$ cat src/sv/bcdfa_pkg.sv
`timescale 1ns / 1ps
`default_nettype none

package bcdfa_pkg;

  localparam int DIGIT_W     = 4;
  localparam int MANT_DIGITS = 10;
  localparam int WORK_DIGITS = 21;
  localparam int MANT_W      = DIGIT_W * MANT_DIGITS;
  localparam int EXP_W       = 8;   // two packed BCD digits
  localparam int EXPI_W      = 8;   // signed binary exponent, -108..100
  localparam int MAG_W       = 7;
  localparam int EXP_MAX     = 99;

  localparam logic [DIGIT_W-1:0] SIGN_POS = 4'd0;
  localparam logic [DIGIT_W-1:0] SIGN_NEG = 4'd9;

  typedef struct packed {
    logic [DIGIT_W-1:0] a_sign;
    logic [MANT_W-1:0]  a_mantissa;
    logic [EXP_W-1:0]   a_exponent;
    logic [DIGIT_W-1:0] a_exp_sign;
    logic [DIGIT_W-1:0] b_sign;
    logic [MANT_W-1:0]  b_mantissa;
    logic [EXP_W-1:0]   b_exponent;
    logic [DIGIT_W-1:0] b_exp_sign;
  } in_t;

  typedef struct packed {
    logic [DIGIT_W-1:0] sum_sign;
    logic [MANT_W-1:0]  sum_mantissa;
    logic [EXP_W-1:0]   sum_exponent;
    logic [DIGIT_W-1:0] sum_exp_sign;
    logic               exp_overflow;
  } out_t;

  typedef enum logic [2:0] {
    ST_IDLE,
    ST_ALIGN,
    ST_SUM,
    ST_FIX,
    ST_RECMP,
    ST_NORM,
    ST_DONE
  } state_t;

  // control for the serial digit unit
  typedef struct packed {
    logic step;     // consume one digit this cycle
    logic first;    // current digit is the least significant one
    logic cmp_x;    // ten's complement the x stream
    logic cmp_y;    // ten's complement the y stream
    logic add_en;   // digit lies in the summed field
  } alu_ctrl_t;

  // non-decimal nibbles read as 9
  function automatic logic [DIGIT_W-1:0] dec_digit(input logic [DIGIT_W-1:0] d);
    dec_digit = (d > 4'd9) ? 4'd9 : d;
  endfunction

  function automatic logic signed [EXPI_W-1:0] exp_to_int(input logic [EXP_W-1:0] e,
                                                          input logic [DIGIT_W-1:0] es);
    logic [MAG_W-1:0] v;
    v = MAG_W'(dec_digit(e[7:4])) * MAG_W'(10) + MAG_W'(dec_digit(e[3:0]));
    exp_to_int = (es != 4'd0) ? -$signed({1'b0, v}) : $signed({1'b0, v});
  endfunction

  // magnitude 0..99 to two packed BCD digits
  function automatic logic [EXP_W-1:0] mag_to_bcd(input logic [MAG_W-1:0] mag);
    logic [DIGIT_W-1:0] tens;
    logic [MAG_W-1:0]   ones;
    tens = 4'd0;
    for (int t = 1; t < 10; t++) begin
      if (mag >= MAG_W'(10 * t)) begin
        tens = DIGIT_W'(t);
      end
    end
    ones = mag - MAG_W'(tens) * MAG_W'(10);
    mag_to_bcd = {tens, ones[DIGIT_W-1:0]};
  endfunction

endpackage

`default_nettype wire

$ cat src/sv/bcdfa_serial_alu.sv
`timescale 1ns / 1ps
`default_nettype none

// One BCD digit per step, least significant first: optional ten's complement of
// each stream, then an optional decimal add of the two.
module bcdfa_serial_alu (
  input  wire logic                         clk,
  input  wire bcdfa_pkg::alu_ctrl_t         ctrl,
  input  wire logic [bcdfa_pkg::DIGIT_W-1:0] x_dig,
  input  wire logic [bcdfa_pkg::DIGIT_W-1:0] y_dig,
  output logic      [bcdfa_pkg::DIGIT_W-1:0] z_dig,
  output logic                              add_carry
);

  logic cx_r, cy_r, ca_r;
  logic cx_nxt, cy_nxt, ca_nxt;
  logic cin_x, cin_y, cin_a;
  logic [bcdfa_pkg::DIGIT_W:0]   tx, ty, ts;
  logic [bcdfa_pkg::DIGIT_W-1:0] xc, yc, sd;
  logic cxo, cyo, cao;

  assign cin_x = ctrl.first ? 1'b1 : cx_r;
  assign cin_y = ctrl.first ? 1'b1 : cy_r;
  assign cin_a = ctrl.first ? 1'b0 : ca_r;

  always_comb begin
    tx  = 5'd9 - {1'b0, x_dig} + {4'd0, cin_x};
    cxo = (tx > 5'd9);
    xc  = cxo ? 4'd0 : tx[3:0];
    if (!ctrl.cmp_x) begin
      xc = x_dig;
    end

    ty  = 5'd9 - {1'b0, y_dig} + {4'd0, cin_y};
    cyo = (ty > 5'd9);
    yc  = cyo ? 4'd0 : ty[3:0];
    if (!ctrl.cmp_y) begin
      yc = y_dig;
    end

    ts  = {1'b0, xc} + {1'b0, yc} + {4'd0, cin_a};
    cao = (ts > 5'd9);
    sd  = cao ? 4'(ts - 5'd10) : ts[3:0];

    z_dig  = ctrl.add_en ? sd : xc;
    cx_nxt = cxo;
    cy_nxt = cyo;
    ca_nxt = ctrl.add_en & cao;
  end

  always_ff @(posedge clk) begin
    if (ctrl.step) begin
      cx_r <= cx_nxt;
      cy_r <= cy_nxt;
      ca_r <= ca_nxt;
    end
  end

  assign add_carry = ca_r;

endmodule

`default_nettype wire

$ cat src/sv/bcd_float_adder_core.sv
`timescale 1ns / 1ps
`default_nettype none

// Decimal floating-point adder, one transaction at a time. Operands are loaded
// into two digit shift registers of R = max(WORK_DIGITS, 10) digits; the
// smaller-exponent operand is shifted right one digit per cycle, then a single
// BCD digit unit walks the working register once (complement and add) and, for
// a subtraction without carry, a second time to recomplement; normalizing then
// shifts left one digit per cycle, at most 9 shifts. A finished result sits in
// an output register, so the next transaction is taken while it waits.
module bcd_float_adder_core #(
  parameter int WORK_DIGITS = bcdfa_pkg::WORK_DIGITS
) (
  input  wire logic            clk,
  input  wire logic            rst_n,
  input  wire logic            in_valid,
  output logic                 in_ready,
  input  wire bcdfa_pkg::in_t  in_data,
  output logic                 out_valid,
  input  wire logic            out_ready,
  output bcdfa_pkg::out_t      out_data
);

  localparam int M       = bcdfa_pkg::MANT_DIGITS;
  localparam int DW      = bcdfa_pkg::DIGIT_W;
  localparam int REG_LEN = (WORK_DIGITS > M) ? WORK_DIGITS : M;
  localparam int SH_W    = $clog2(REG_LEN + 1);
  localparam int CNT_W   = $clog2(REG_LEN);
  localparam int EW      = bcdfa_pkg::EXPI_W;

  bcdfa_pkg::state_t state_r, state_nxt;

  logic [DW-1:0] x_r [REG_LEN];
  logic [DW-1:0] y_r [REG_LEN];
  logic [DW-1:0] x_nxt [REG_LEN];
  logic [DW-1:0] y_nxt [REG_LEN];
  logic signed [EW-1:0] e_r, e_nxt;
  logic [SH_W-1:0]  sh_r, sh_nxt;
  logic [CNT_W-1:0] cnt_r, cnt_nxt;
  logic             shx_r, shx_nxt;     // 1: x is the operand being aligned
  logic             sub_r, sub_nxt;
  logic             cmpa_r, cmpa_nxt;
  logic             cmpb_r, cmpb_nxt;
  logic [DW-1:0]    sign_r, sign_nxt;

  logic                 out_valid_r;
  bcdfa_pkg::out_t      out_data_r;

  bcdfa_pkg::alu_ctrl_t alu_ctrl;
  logic [DW-1:0]        alu_z;
  logic                 alu_carry;

  // load-time decode
  logic signed [EW-1:0] ea, eb;
  logic signed [EW:0]   diff, neg_diff;
  logic [EW-1:0]        diff_mag;
  logic [SH_W-1:0]      sh_load;
  logic                 a_neg, b_neg;

  // normalize test and result formatting
  logic                 lower_nz;
  logic                 norm_shift;
  logic                 last_digit;
  logic                 out_load;
  logic [EW-1:0]        e_abs;
  logic [bcdfa_pkg::MAG_W-1:0] mag, mag_sat;
  logic                 ovf;
  logic [bcdfa_pkg::MANT_W-1:0] mant;

  bcdfa_serial_alu u_alu (
    .clk       (clk),
    .ctrl      (alu_ctrl),
    .x_dig     (x_r[REG_LEN-1]),
    .y_dig     (y_r[REG_LEN-1]),
    .z_dig     (alu_z),
    .add_carry (alu_carry)
  );

  always_comb begin
    ea       = bcdfa_pkg::exp_to_int(in_data.a_exponent, in_data.a_exp_sign);
    eb       = bcdfa_pkg::exp_to_int(in_data.b_exponent, in_data.b_exp_sign);
    diff     = {ea[EW-1], ea} - {eb[EW-1], eb};
    neg_diff = -diff;
    diff_mag = diff[EW] ? neg_diff[EW-1:0] : diff[EW-1:0];
    sh_load  = (diff_mag >= EW'(REG_LEN)) ? SH_W'(REG_LEN) : diff_mag[SH_W-1:0];
    a_neg    = (in_data.a_sign != 4'd0);
    b_neg    = (in_data.b_sign != 4'd0);
  end

  always_comb begin
    lower_nz = 1'b0;
    for (int i = 1; i < M; i++) begin
      lower_nz = lower_nz | (x_r[i] != 4'd0);
    end
    norm_shift = (x_r[0] == 4'd0) && lower_nz;
    last_digit = (cnt_r == CNT_W'(REG_LEN - 1));
    out_load   = !out_valid_r || out_ready;
  end

  // next state
  always_comb begin
    state_nxt = state_r;
    unique case (state_r)
      bcdfa_pkg::ST_IDLE: begin
        if (in_valid) begin
          state_nxt = bcdfa_pkg::ST_ALIGN;
        end
      end
      bcdfa_pkg::ST_ALIGN: begin
        if (sh_r == '0) begin
          state_nxt = bcdfa_pkg::ST_SUM;
        end
      end
      bcdfa_pkg::ST_SUM: begin
        if (last_digit) begin
          state_nxt = bcdfa_pkg::ST_FIX;
        end
      end
      bcdfa_pkg::ST_FIX: begin
        if (sub_r && !alu_carry) begin
          state_nxt = bcdfa_pkg::ST_RECMP;
        end else begin
          state_nxt = bcdfa_pkg::ST_NORM;
        end
      end
      bcdfa_pkg::ST_RECMP: begin
        if (last_digit) begin
          state_nxt = bcdfa_pkg::ST_NORM;
        end
      end
      bcdfa_pkg::ST_NORM: begin
        if (!norm_shift) begin
          state_nxt = bcdfa_pkg::ST_DONE;
        end
      end
      bcdfa_pkg::ST_DONE: begin
        if (out_load) begin
          state_nxt = bcdfa_pkg::ST_IDLE;
        end
      end
      default: state_nxt = bcdfa_pkg::ST_IDLE;
    endcase
  end

  // control outputs
  always_comb begin
    in_ready = 1'b0;
    alu_ctrl = '0;
    unique case (state_r)
      bcdfa_pkg::ST_IDLE: begin
        in_ready = 1'b1;
      end
      bcdfa_pkg::ST_SUM: begin
        alu_ctrl.step   = 1'b1;
        alu_ctrl.first  = (cnt_r == '0);
        alu_ctrl.cmp_x  = cmpa_r;
        alu_ctrl.cmp_y  = cmpb_r;
        alu_ctrl.add_en = (cnt_r >= CNT_W'(REG_LEN - M));
      end
      bcdfa_pkg::ST_RECMP: begin
        alu_ctrl.step  = 1'b1;
        alu_ctrl.first = (cnt_r == '0);
        alu_ctrl.cmp_x = 1'b1;
      end
      default: begin
        in_ready = 1'b0;
      end
    endcase
  end

  // datapath
  always_comb begin
    x_nxt    = x_r;
    y_nxt    = y_r;
    e_nxt    = e_r;
    sh_nxt   = sh_r;
    cnt_nxt  = cnt_r;
    shx_nxt  = shx_r;
    sub_nxt  = sub_r;
    cmpa_nxt = cmpa_r;
    cmpb_nxt = cmpb_r;
    sign_nxt = sign_r;
    unique case (state_r)
      bcdfa_pkg::ST_IDLE: begin
        for (int i = 0; i < M; i++) begin
          x_nxt[i] = bcdfa_pkg::dec_digit(in_data.a_mantissa[DW*(M-1-i) +: DW]);
          y_nxt[i] = bcdfa_pkg::dec_digit(in_data.b_mantissa[DW*(M-1-i) +: DW]);
        end
        for (int i = M; i < REG_LEN; i++) begin
          x_nxt[i] = '0;
          y_nxt[i] = '0;
        end
        sub_nxt  = a_neg ^ b_neg;
        cmpa_nxt = (a_neg ^ b_neg) & a_neg;
        cmpb_nxt = (a_neg ^ b_neg) & b_neg;
        sign_nxt = in_data.a_sign;
        shx_nxt  = diff[EW];
        sh_nxt   = sh_load;
        e_nxt    = diff[EW] ? eb : ea;
        cnt_nxt  = '0;
      end
      bcdfa_pkg::ST_ALIGN: begin
        if (sh_r != '0) begin
          sh_nxt = sh_r - SH_W'(1);
          if (shx_r) begin
            for (int i = REG_LEN - 1; i > 0; i--) begin
              x_nxt[i] = x_r[i-1];
            end
            x_nxt[0] = '0;
          end else begin
            for (int i = REG_LEN - 1; i > 0; i--) begin
              y_nxt[i] = y_r[i-1];
            end
            y_nxt[0] = '0;
          end
        end
      end
      bcdfa_pkg::ST_SUM, bcdfa_pkg::ST_RECMP: begin
        // rotate: least significant digit out, processed digit in at the top
        for (int i = REG_LEN - 1; i > 0; i--) begin
          x_nxt[i] = x_r[i-1];
          y_nxt[i] = y_r[i-1];
        end
        x_nxt[0] = alu_z;
        y_nxt[0] = y_r[REG_LEN-1];
        cnt_nxt  = last_digit ? '0 : cnt_r + CNT_W'(1);
      end
      bcdfa_pkg::ST_FIX: begin
        if (sub_r) begin
          if (alu_carry) begin
            sign_nxt = bcdfa_pkg::SIGN_POS;
          end else if (sign_r == bcdfa_pkg::SIGN_POS) begin
            sign_nxt = bcdfa_pkg::SIGN_NEG;
          end
        end else if (alu_carry) begin
          for (int i = REG_LEN - 1; i > 0; i--) begin
            x_nxt[i] = x_r[i-1];
          end
          x_nxt[0] = 4'd1;
          e_nxt    = e_r + EW'(1);
        end
      end
      bcdfa_pkg::ST_NORM: begin
        if (norm_shift) begin
          for (int i = 0; i < REG_LEN - 1; i++) begin
            x_nxt[i] = x_r[i+1];
          end
          x_nxt[REG_LEN-1] = '0;
          e_nxt = e_r - EW'(1);
        end
      end
      default: begin
        e_nxt = e_r;
      end
    endcase
  end

  // result formatting
  always_comb begin
    e_abs   = e_r[EW-1] ? EW'(-e_r) : EW'(e_r);
    mag     = e_abs[bcdfa_pkg::MAG_W-1:0];
    ovf     = (mag > bcdfa_pkg::MAG_W'(bcdfa_pkg::EXP_MAX));
    mag_sat = ovf ? bcdfa_pkg::MAG_W'(bcdfa_pkg::EXP_MAX) : mag;
    for (int i = 0; i < M; i++) begin
      mant[DW*(M-1-i) +: DW] = x_r[i];
    end
  end

  always_ff @(posedge clk) begin
    if (!rst_n) begin
      state_r     <= bcdfa_pkg::ST_IDLE;
      out_valid_r <= 1'b0;
    end else begin
      state_r <= state_nxt;
      if (state_r == bcdfa_pkg::ST_DONE && out_load) begin
        out_valid_r <= 1'b1;
      end else if (out_ready) begin
        out_valid_r <= 1'b0;
      end
    end
  end

  always_ff @(posedge clk) begin
    x_r    <= x_nxt;
    y_r    <= y_nxt;
    e_r    <= e_nxt;
    sh_r   <= sh_nxt;
    cnt_r  <= cnt_nxt;
    shx_r  <= shx_nxt;
    sub_r  <= sub_nxt;
    cmpa_r <= cmpa_nxt;
    cmpb_r <= cmpb_nxt;
    sign_r <= sign_nxt;
    if (state_r == bcdfa_pkg::ST_DONE && out_load) begin
      out_data_r.sum_sign     <= sign_r;
      out_data_r.sum_mantissa <= mant;
      out_data_r.sum_exponent <= bcdfa_pkg::mag_to_bcd(mag_sat);
      out_data_r.sum_exp_sign <= e_r[EW-1] ? bcdfa_pkg::SIGN_NEG : bcdfa_pkg::SIGN_POS;
      out_data_r.exp_overflow <= ovf;
    end
  end

  assign out_valid = out_valid_r;
  assign out_data  = out_data_r;

`ifndef SYNTHESIS
  a_busy_after_accept: assert property (@(posedge clk) disable iff (!rst_n)
    in_valid && in_ready |=> !in_ready)
    else $error("input taken while a transaction is in flight");

  a_normalized: assert property (@(posedge clk) disable iff (!rst_n)
    out_valid |-> (out_data.sum_mantissa[bcdfa_pkg::MANT_W-1 -: 4] != 4'd0) ||
                  (out_data.sum_mantissa == '0))
    else $error("result mantissa not normalized");

  a_ovf_saturates: assert property (@(posedge clk) disable iff (!rst_n)
    out_valid && out_data.exp_overflow |-> out_data.sum_exponent == 8'h99)
    else $error("exponent overflow without saturation");

  a_done_loads: assert property (@(posedge clk) disable iff (!rst_n)
    state_r == bcdfa_pkg::ST_DONE && out_load |=> out_valid)
    else $error("finished result not presented");
`endif

endmodule

`default_nettype wire

$ cat config.mk
export PLATFORM = sky130hd
export DESIGN_NAME = bcd_float_adder_core
export DESIGN_NICKNAME = d
export VERILOG_FILES = /design/src/sv/bcdfa_pkg.sv /design/src/sv/bcdfa_serial_alu.sv /design/src/sv/bcd_float_adder_core.sv
export SDC_FILE = /design/constraint.sdc
export NUM_CORES = 1
export LEC_CHECK = 0
export ABC_AREA = 1
export BUFFER_PORTS_ARGS = -buffer_cell sky130_fd_sc_hd__buf_2
export CAP_MARGIN = 25
export CORE_UTILIZATION = 59
export DETAILED_ROUTE_END_ITERATION = 10
export HOLD_SLACK_MARGIN = 0.08
export PLACE_DENSITY_LB_ADDON = 0.12
export SLEW_MARGIN = 10
export SYNTH_ARGS = -nofsm -noshare
export SYNTH_HDL_FRONTEND = slang
export SYNTH_SLANG_ARGS = --single-unit
$ cat constraint.sdc
create_clock -name clk -period 19.62 [get_ports clk]
set_input_delay 5.886 -clock clk [delete_from_list [all_inputs] [get_ports clk]]
set_output_delay 5.886 -clock clk [all_outputs]
set_load 0.02 [all_outputs]
* After elaboration in Yosys (flattened, before gate mapping)
Index checks and enable logic that the tools add are counted.
Operators by class: bitwise gates (word level) 12, divide/modulo/power cells 0, magnitude comparators 39, muxes and demuxes 85, add/subtract/negate cells 19, equal/unequal tests 21, shift-type cells 0, reduce and logical (&&, ||, !) cells 39, multipliers 3
Operators by type and width (number):
- $mux W84 | 7
- $pmux W84 S5 | 1
- $pmux W84 S3 | 1
- $mux W4 | 43
- $gt A4 B4 Y1 const B | 24
- $mux W8 | 7
- $reduce_bool A4 Y1 | 13
- $ne A2 B2 Y1 const B | 12
- $pmux W8 S3 | 1
- $ge A7 B6 Y1 const B | 3
- $ge A7 B7 Y1 const B | 3
- $pmux W3 S7 | 1
- $pmux W5 S2 | 2
- $mux W3 | 6
- $neg A7 Y8 | 2
- $add A5 B1 Y5 | 3
- $gt A5 B4 Y1 const B | 3
- $mux W5 | 3
- $add A7 B4 Y7 | 2
- $ge A7 B5 Y1 const B | 2
- $mux W7 | 2
- $mul A4 B3 Y6 const B | 2
- $reduce_and A6 Y1 | 2
- $logic_not A5 Y1 | 2
- other kinds (41) | 71
Word-level totals: output and inout port bits 59, word-level logic and storage cells 278, input bits 116, bits in writable memories 0, bits in registers 258, bits in read-only memories 0, memories kept 0, latch bits 0

* Depth between registers and ports, before layout
word-level depth 17, depth in mapped cells 30, gate-level depth less buffers 30

* Cells and area by module
Synthesis repeated with hierarchy kept, for this count alone.
Second synthesis, totals: cells, all modules 1412, area total of the unflattened synthesis 13671.9 um^2
Modules (own cells, without submodules):
- bcd_float_adder_core | sequential area each 7527.2 um^2, instances 1, cells an instance 1289, area each 12889.9 um^2
- bcdfa_serial_alu | sequential area each 90.1 um^2, instances 1, cells an instance 123, area each 782.0 um^2

* Least setup slack after synthesis
Ideal clock, no wire load.
path type reg-to-reg, from register state_r[0], to register x_r (netlist bit mant[0]) (enable), buffers on the path 0, setup slack 4.573 ns, clock period less this slack 15.047 ns, setup time 0.974 ns, arrival 14.073 ns, data required time 18.646 ns, cell stages (with the launch flop) 9, cell sequence dfxtp_1 > inv_1 > nor2_1 > inv_1 > nor2_2 > nor2_1 > inv_2 > nor2_2 > a2111oi_0
On the way: cells in the longest elaborated chain, start to end 4, elaborated cells between the ends (all ways) 14, classes of those cells eq/ne (10); reduce/logical (4)
RTL lines:
- start, declared | line bcd_float_adder_core.sv:31 | bcdfa_pkg::state_t state_r, state_nxt;
- start signal, assigned | line bcd_float_adder_core.sv:271 | state_r <= bcdfa_pkg::ST_IDLE;
- start signal, assigned | line bcd_float_adder_core.sv:274 | state_r <= state_nxt;
- $eq A3 B2 Y1 / $eq A3 B3 Y1 (equally long branches) | line bcd_float_adder_core.sv:183 | unique case (state_r)
- $reduce_or A2 Y1 | line bcd_float_adder_core.sv:183
- $reduce_bool A5 Y1 (no source line)
- $reduce_and A6 Y1 (no source line) *
- end signal, assigned | line bcd_float_adder_core.sv:284 | x_r <= x_nxt;
- end, declared | line bcd_float_adder_core.sv:33 | logic [DW-1:0] x_r [REG_LEN];
Mark *: on every way between the ends. The rest lies on a longest branch, timed or not. A chain may end at the register's enable or synchronous reset.

* Final worst setup path
from input in_data[10] (netlist name), to register sh_r[4] (data pin)
On the way: cells in the longest elaborated chain, start to end 12
RTL lines:
- start, declared | line bcd_float_adder_core.sv:18 | input wire bcdfa_pkg::in_t in_data,
- $gt A4 B4 Y1 | line bcdfa_pkg.sv:58 | dec_digit = (d > 4'd9) ? 4'd9 : d;
- $mux W4 * | line bcdfa_pkg.sv:58
- $mul A4 B3 Y6 * | line bcdfa_pkg.sv:64 | v = MAG_W'(dec_digit(e[7:4])) * MAG_W'(10) + MAG_W'(dec_digit(e[3:0]));
- $add A7 B4 Y7 * | line bcdfa_pkg.sv:64
- $neg A7 Y8 | line bcdfa_pkg.sv:65 | exp_to_int = (es != 4'd0) ? -$signed({1'b0, v}) : $signed({1'b0, v});
- $mux W8 * | line bcdfa_pkg.sv:65
- $sub A8 B8 Y9 * | line bcd_float_adder_core.sv:82 | diff = {ea[EW-1], ea} - {eb[EW-1], eb};
- $neg A8 Y8 | line bcd_float_adder_core.sv:83 | neg_diff = -diff;
- $mux W8 * | line bcd_float_adder_core.sv:84 | diff_mag = diff[EW] ? neg_diff[EW-1:0] : diff[EW-1:0];
- $ge A8 B5 Y1 | line bcd_float_adder_core.sv:85 | sh_load = (diff_mag >= EW'(REG_LEN)) ? SH_W'(REG_LEN) : diff_mag[SH_W-1:0];
- $mux W5 * | line bcd_float_adder_core.sv:85
- $pmux W5 S2 * | line bcd_float_adder_core.sv:183
- net sh_nxt[4] | line bcd_float_adder_core.sv:38 | logic [SH_W-1:0] sh_r, sh_nxt;
- end signal, assigned | line bcd_float_adder_core.sv:287 | sh_r <= sh_nxt;
- end, declared | line bcd_float_adder_core.sv:38
The timed path passes the listed nets; every way through them passes the cells marked *.

==> key figures <==
Synth
  • Post-Synth XOR/XNOR Area: between 2 and 3%
  • Yosys reg bits: 255
  • Area fraction in compound gates after synthesis: 12.2%
  • Post-Synthesis Cells: 1,356
  • Synth Area in Simple Gates: between 10% and 20%
  • Syn_area_per_cell: 9.97 µm²
  • Most frequent cell after synthesis: edfxtp_1
  • Synthesized area: 0.0135 mm²
  • Post-synth EDFFs: approximately 250
  • Yosys warns: 0
  • Seq/Total Area, Yosys: a little under three fifths
  • Adder-cell share of the synthesized area: 5.49%
  • Top-area cell type share of the netlist area: 55.7%
  • Most common flop cell mapped by yosys: edfxtp_1
  • Yosys cell types: 56
  • Largest family of logic cells by synthesized area: simple AND/OR/NAND/NOR gates
  • Synth cell count leaders: 251 x edfxtp_1, 247 x inv_1, 180 x nand2_1, 133 x nor2_1, 70 x o21ai_0
  • Asr flop ratio synth: 0%
  • Synth area leader: edfxtp_1
  • Mux share of post-synthesis cell area: 0%
  • Synth area leaders: edfxtp_1 56%, inv_1 6.9%, nand2_1 5.0%, ha_1 4.2%, nor2_1 3.7%

Timing
  • Finish-stage setup viols: 0
  • Final hold slack: 0.478 ns
  • Slew Viols, Final: 0
  • Min Tclk post-route: 9.69 ns
  • RSZ-0062 raised after global routing: false
  • Skew final: 0.0187 ns
  • Fin. Hold Viols: 0
  • Fmax: 0.103 GHz
  • Relative slew margins: 34.9%
  • Final worst path period share: 49.4%
  • Worst Tran Pin Value: 0.968 ns
  • Total negative slack: 0 ns

Cells and area
  • Final net count: 1,697
  • Post-route cell area: between 0.015 and 0.02 mm²
  • Area growth, synth to finish: 15.3%
  • Fraction of layout cells with a size suffix above 1: 18.6%

CTS
  • Total CTS buffers: 26
  • Clock sinks: 255
  • Clock root cell: clkbuf_16
  • Cts repair resizes: 0
  • CTS tree: done
  • H-Tree Depth: 1
  • Clock insertion delay at the later pin of the skew report: 0.52 ns
  • Clock-pin transition on the worst setup and hold timing paths: 0.06 ns
  • Maximum clock path buffer count: 3
  • Setup Buffers After CTS: 0
  • CTS Hold Bufs: 0

Place
  • Post-DP Area: 0.0147 mm²
  • Final Wtd Congestion: 0.882
  • Placed wire-length estimate: 19,900 µm
  • Port bufs: between 150 and 200

Global route
  • First-pass GRT wire length: 47,200 µm
  • Vias in the first global route: 9,855
  • Pin count of the biggest net entering global routing: 85
  • Initial antenna violation count: 2
  • Remaining Overflow, GRT: 0
  • GRT Total Usage: 24.9%

Worst setup path
  • End of the critical path: sh_r[4]
  • R2R depth: 29
  • Cell family with most CP delay: simple AND/OR/NAND/NOR gates
  • Flop2flop setup slack: 14.10 ns
  • Reg2reg end: mant[39]
  • Cell mode on critical path: nand2_1
  • Setup crit start: in_data[10]
  • Crit-path slowest cell: ha_1
  • Crit path max fanout: 17
  • Reg2Reg Launch Point: state_r[1]
  • Critical path buffer and inverter count: 6
  • Worst setup EP type: flip-flop
  • Arrival time worst endpoint: 9.95 ns
  • Critical Path Start Type: input port
  • CP Data Required Time: 19.89 ns
  • Crit path largest cell delay: ~0.34 ns
  • CP Depth: 27
  • WS Path Type: in2reg

Power
  • VDD IR max: approximately 0.00014 V
  • Seq pwr share: 38.6%
  • P_leak: just under 0.007 µW
  • Int Pwr: 1700 µW
  • Net Sw Frac: 41.2%
  • Pwr dens: 185 mW/mm²
  • Combinational power share: 43.9%
  • Net load switching power: 1190 µW
  • Clock power frac: 17.5%

Floorplan
  • Die Y: 153 µm
  • Die ar.: between 0.02 and 0.025 mm²
  • Top Ports: 175
  • Starting Density: 59.9%
  • Die W: approximately 150 µm
  • Core area: 0.0226 mm²
  • Num rows: 55

Route
  • Post-DRT Antenna Nets: 0
  • Total Wirelength: 28,900 µm
  • Vias/cell: 5.48
  • DRC: 0
  • 1st-iter DRT viols: 791
  • WL/cell: 15.8 µm
  • Vias: around 10,000
  • Drt first pass iters: 8

Run status
  • Status: finished, final reports clean

Flow run
  • Max-cap viol count: 0

Min path
  • Worst hold path type: reg2reg
flip-flops by register name (all words and copies together), names as in the netlist:
| name | cells |
|---|---|
| y_r | 84 |
| out_data | 54 |
| x_r | 44 |
| mant | 40 |
| e_r | 8 |
| cnt_r | 5 |
| sh_r | 5 |
| sign_r | 4 |
| state_r | 3 |
| cmpa_r | 1 |
| cmpb_r | 1 |
| out_valid | 1 |
| shx_r | 1 |
| sub_r | 1 |
| u_alu.add_carry | 1 |
| u_alu.cx_r | 1 |
| u_alu.cy_r | 1 |
power by group through the flow:
stage          Clock (µW)  Combinational (µW)  Sequential (µW)
2_1_floorplan           0                 937             1180
3_3_place_gp            0                1190             1120
3_5_place_dp            0                1220             1130
4_1_cts               511                1240             1120
5_1_grt               533                1430             1140
6_report              504                1270             1110
cell families (layout without fill, tap and decap cells):
family	Yosys count	after routing
adder cells (fa/ha/maj)	54	54
XOR/XNOR	42	42
AO/OA/AOI/OAI	261	261
buffers and inverters	303	492
AND/OR/NAND/NOR	440	440
flip-flops	255	255
other	1	3
area by class of cell:
class	count	area, µm²
Sequential cell	255	7620
Fill cell	1728	6980
Multi-Input combinational cell	799	4770
Inverter	262	991
Timing Repair Buffer	183	983
Clock buffer	31	691
Tap cell	285	357
Clock inverter	16	180
Antenna cell	1	2.50
worst register-to-register path: cells and delay by family (launching register included):
kind / cells / cell delay [ns]
AOI/OAI and AO/OA: 5 / 0.59
xor gates and xnor gates: 2 / 0.45
adders and majority gates: 5 / 1.50
buffers and inverters: 7 / 0.64
DFF: 1 / 0.40
and+or+nand+nor: 10 / 1.70
layer usage:
metal	track usage [%]	vias to the layer above	part of all wire, %
met1	33.9	4701	44
met2	42.4	354	48
li1	-	4945	-
met4	6.86	2	1.8
met3	3.12	44	6.2
met5	0	-	0.048
cell usage in the layout (no fill, tap or decap), types with 16 or more instances in the layout:
cell | Yosys | routed
nor2_1 | 133 | 131
o21a_1 | 21 | 21
nand2_1 | 180 | 180
nand3_1 | 48 | 48
nand2_2 | 17 | 17
inv_1 | 247 | 247
nor4_1 | 16 | 16
ha_1 | 45 | 45
buf_2 | 15 | 172
a21oi_1 | 56 | 56
o22ai_1 | 38 | 38
clkbuf_16 | 0 | 27
xor2_1 | 32 | 32
edfxtp_1 | 251 | 251
o21ai_0 | 70 | 69
worst min-delay path by stage:
stage	start	cells past startpoint	endpoint	slack (ns)
after CTS	sign_r[1]	0	out_data[54]	0.48
after global placement	sign_r[0]	0	out_data[53]	0.46
final	sign_r[1]	0	out_data[54]	0.48
after floorplan	sign_r[1]	0	out_data[54]	0.43
after detailed placement	sign_r[1]	0	out_data[54]	0.45
after global routing	sign_r[1]	0	out_data[54]	0.49
through the flow:
step | utilization [%] | instances | power (µW) | worst slack (ns)
3_3_place_gp | 65.0 | 1782 | 2310 | 9.56
2_1_floorplan | - | 1357 | 2120 | 4.57
6_report | 69.1 | 1832 | 2880 | 9.93
4_1_cts | 68.8 | 1829 | 2870 | 9.95
5_1_grt | 69.1 | 1832 | 3090 | 9.64
3_5_place_dp | 65.0 | 1782 | 2350 | 9.42
No activity file was read; power rests on OpenSTA's default activity.
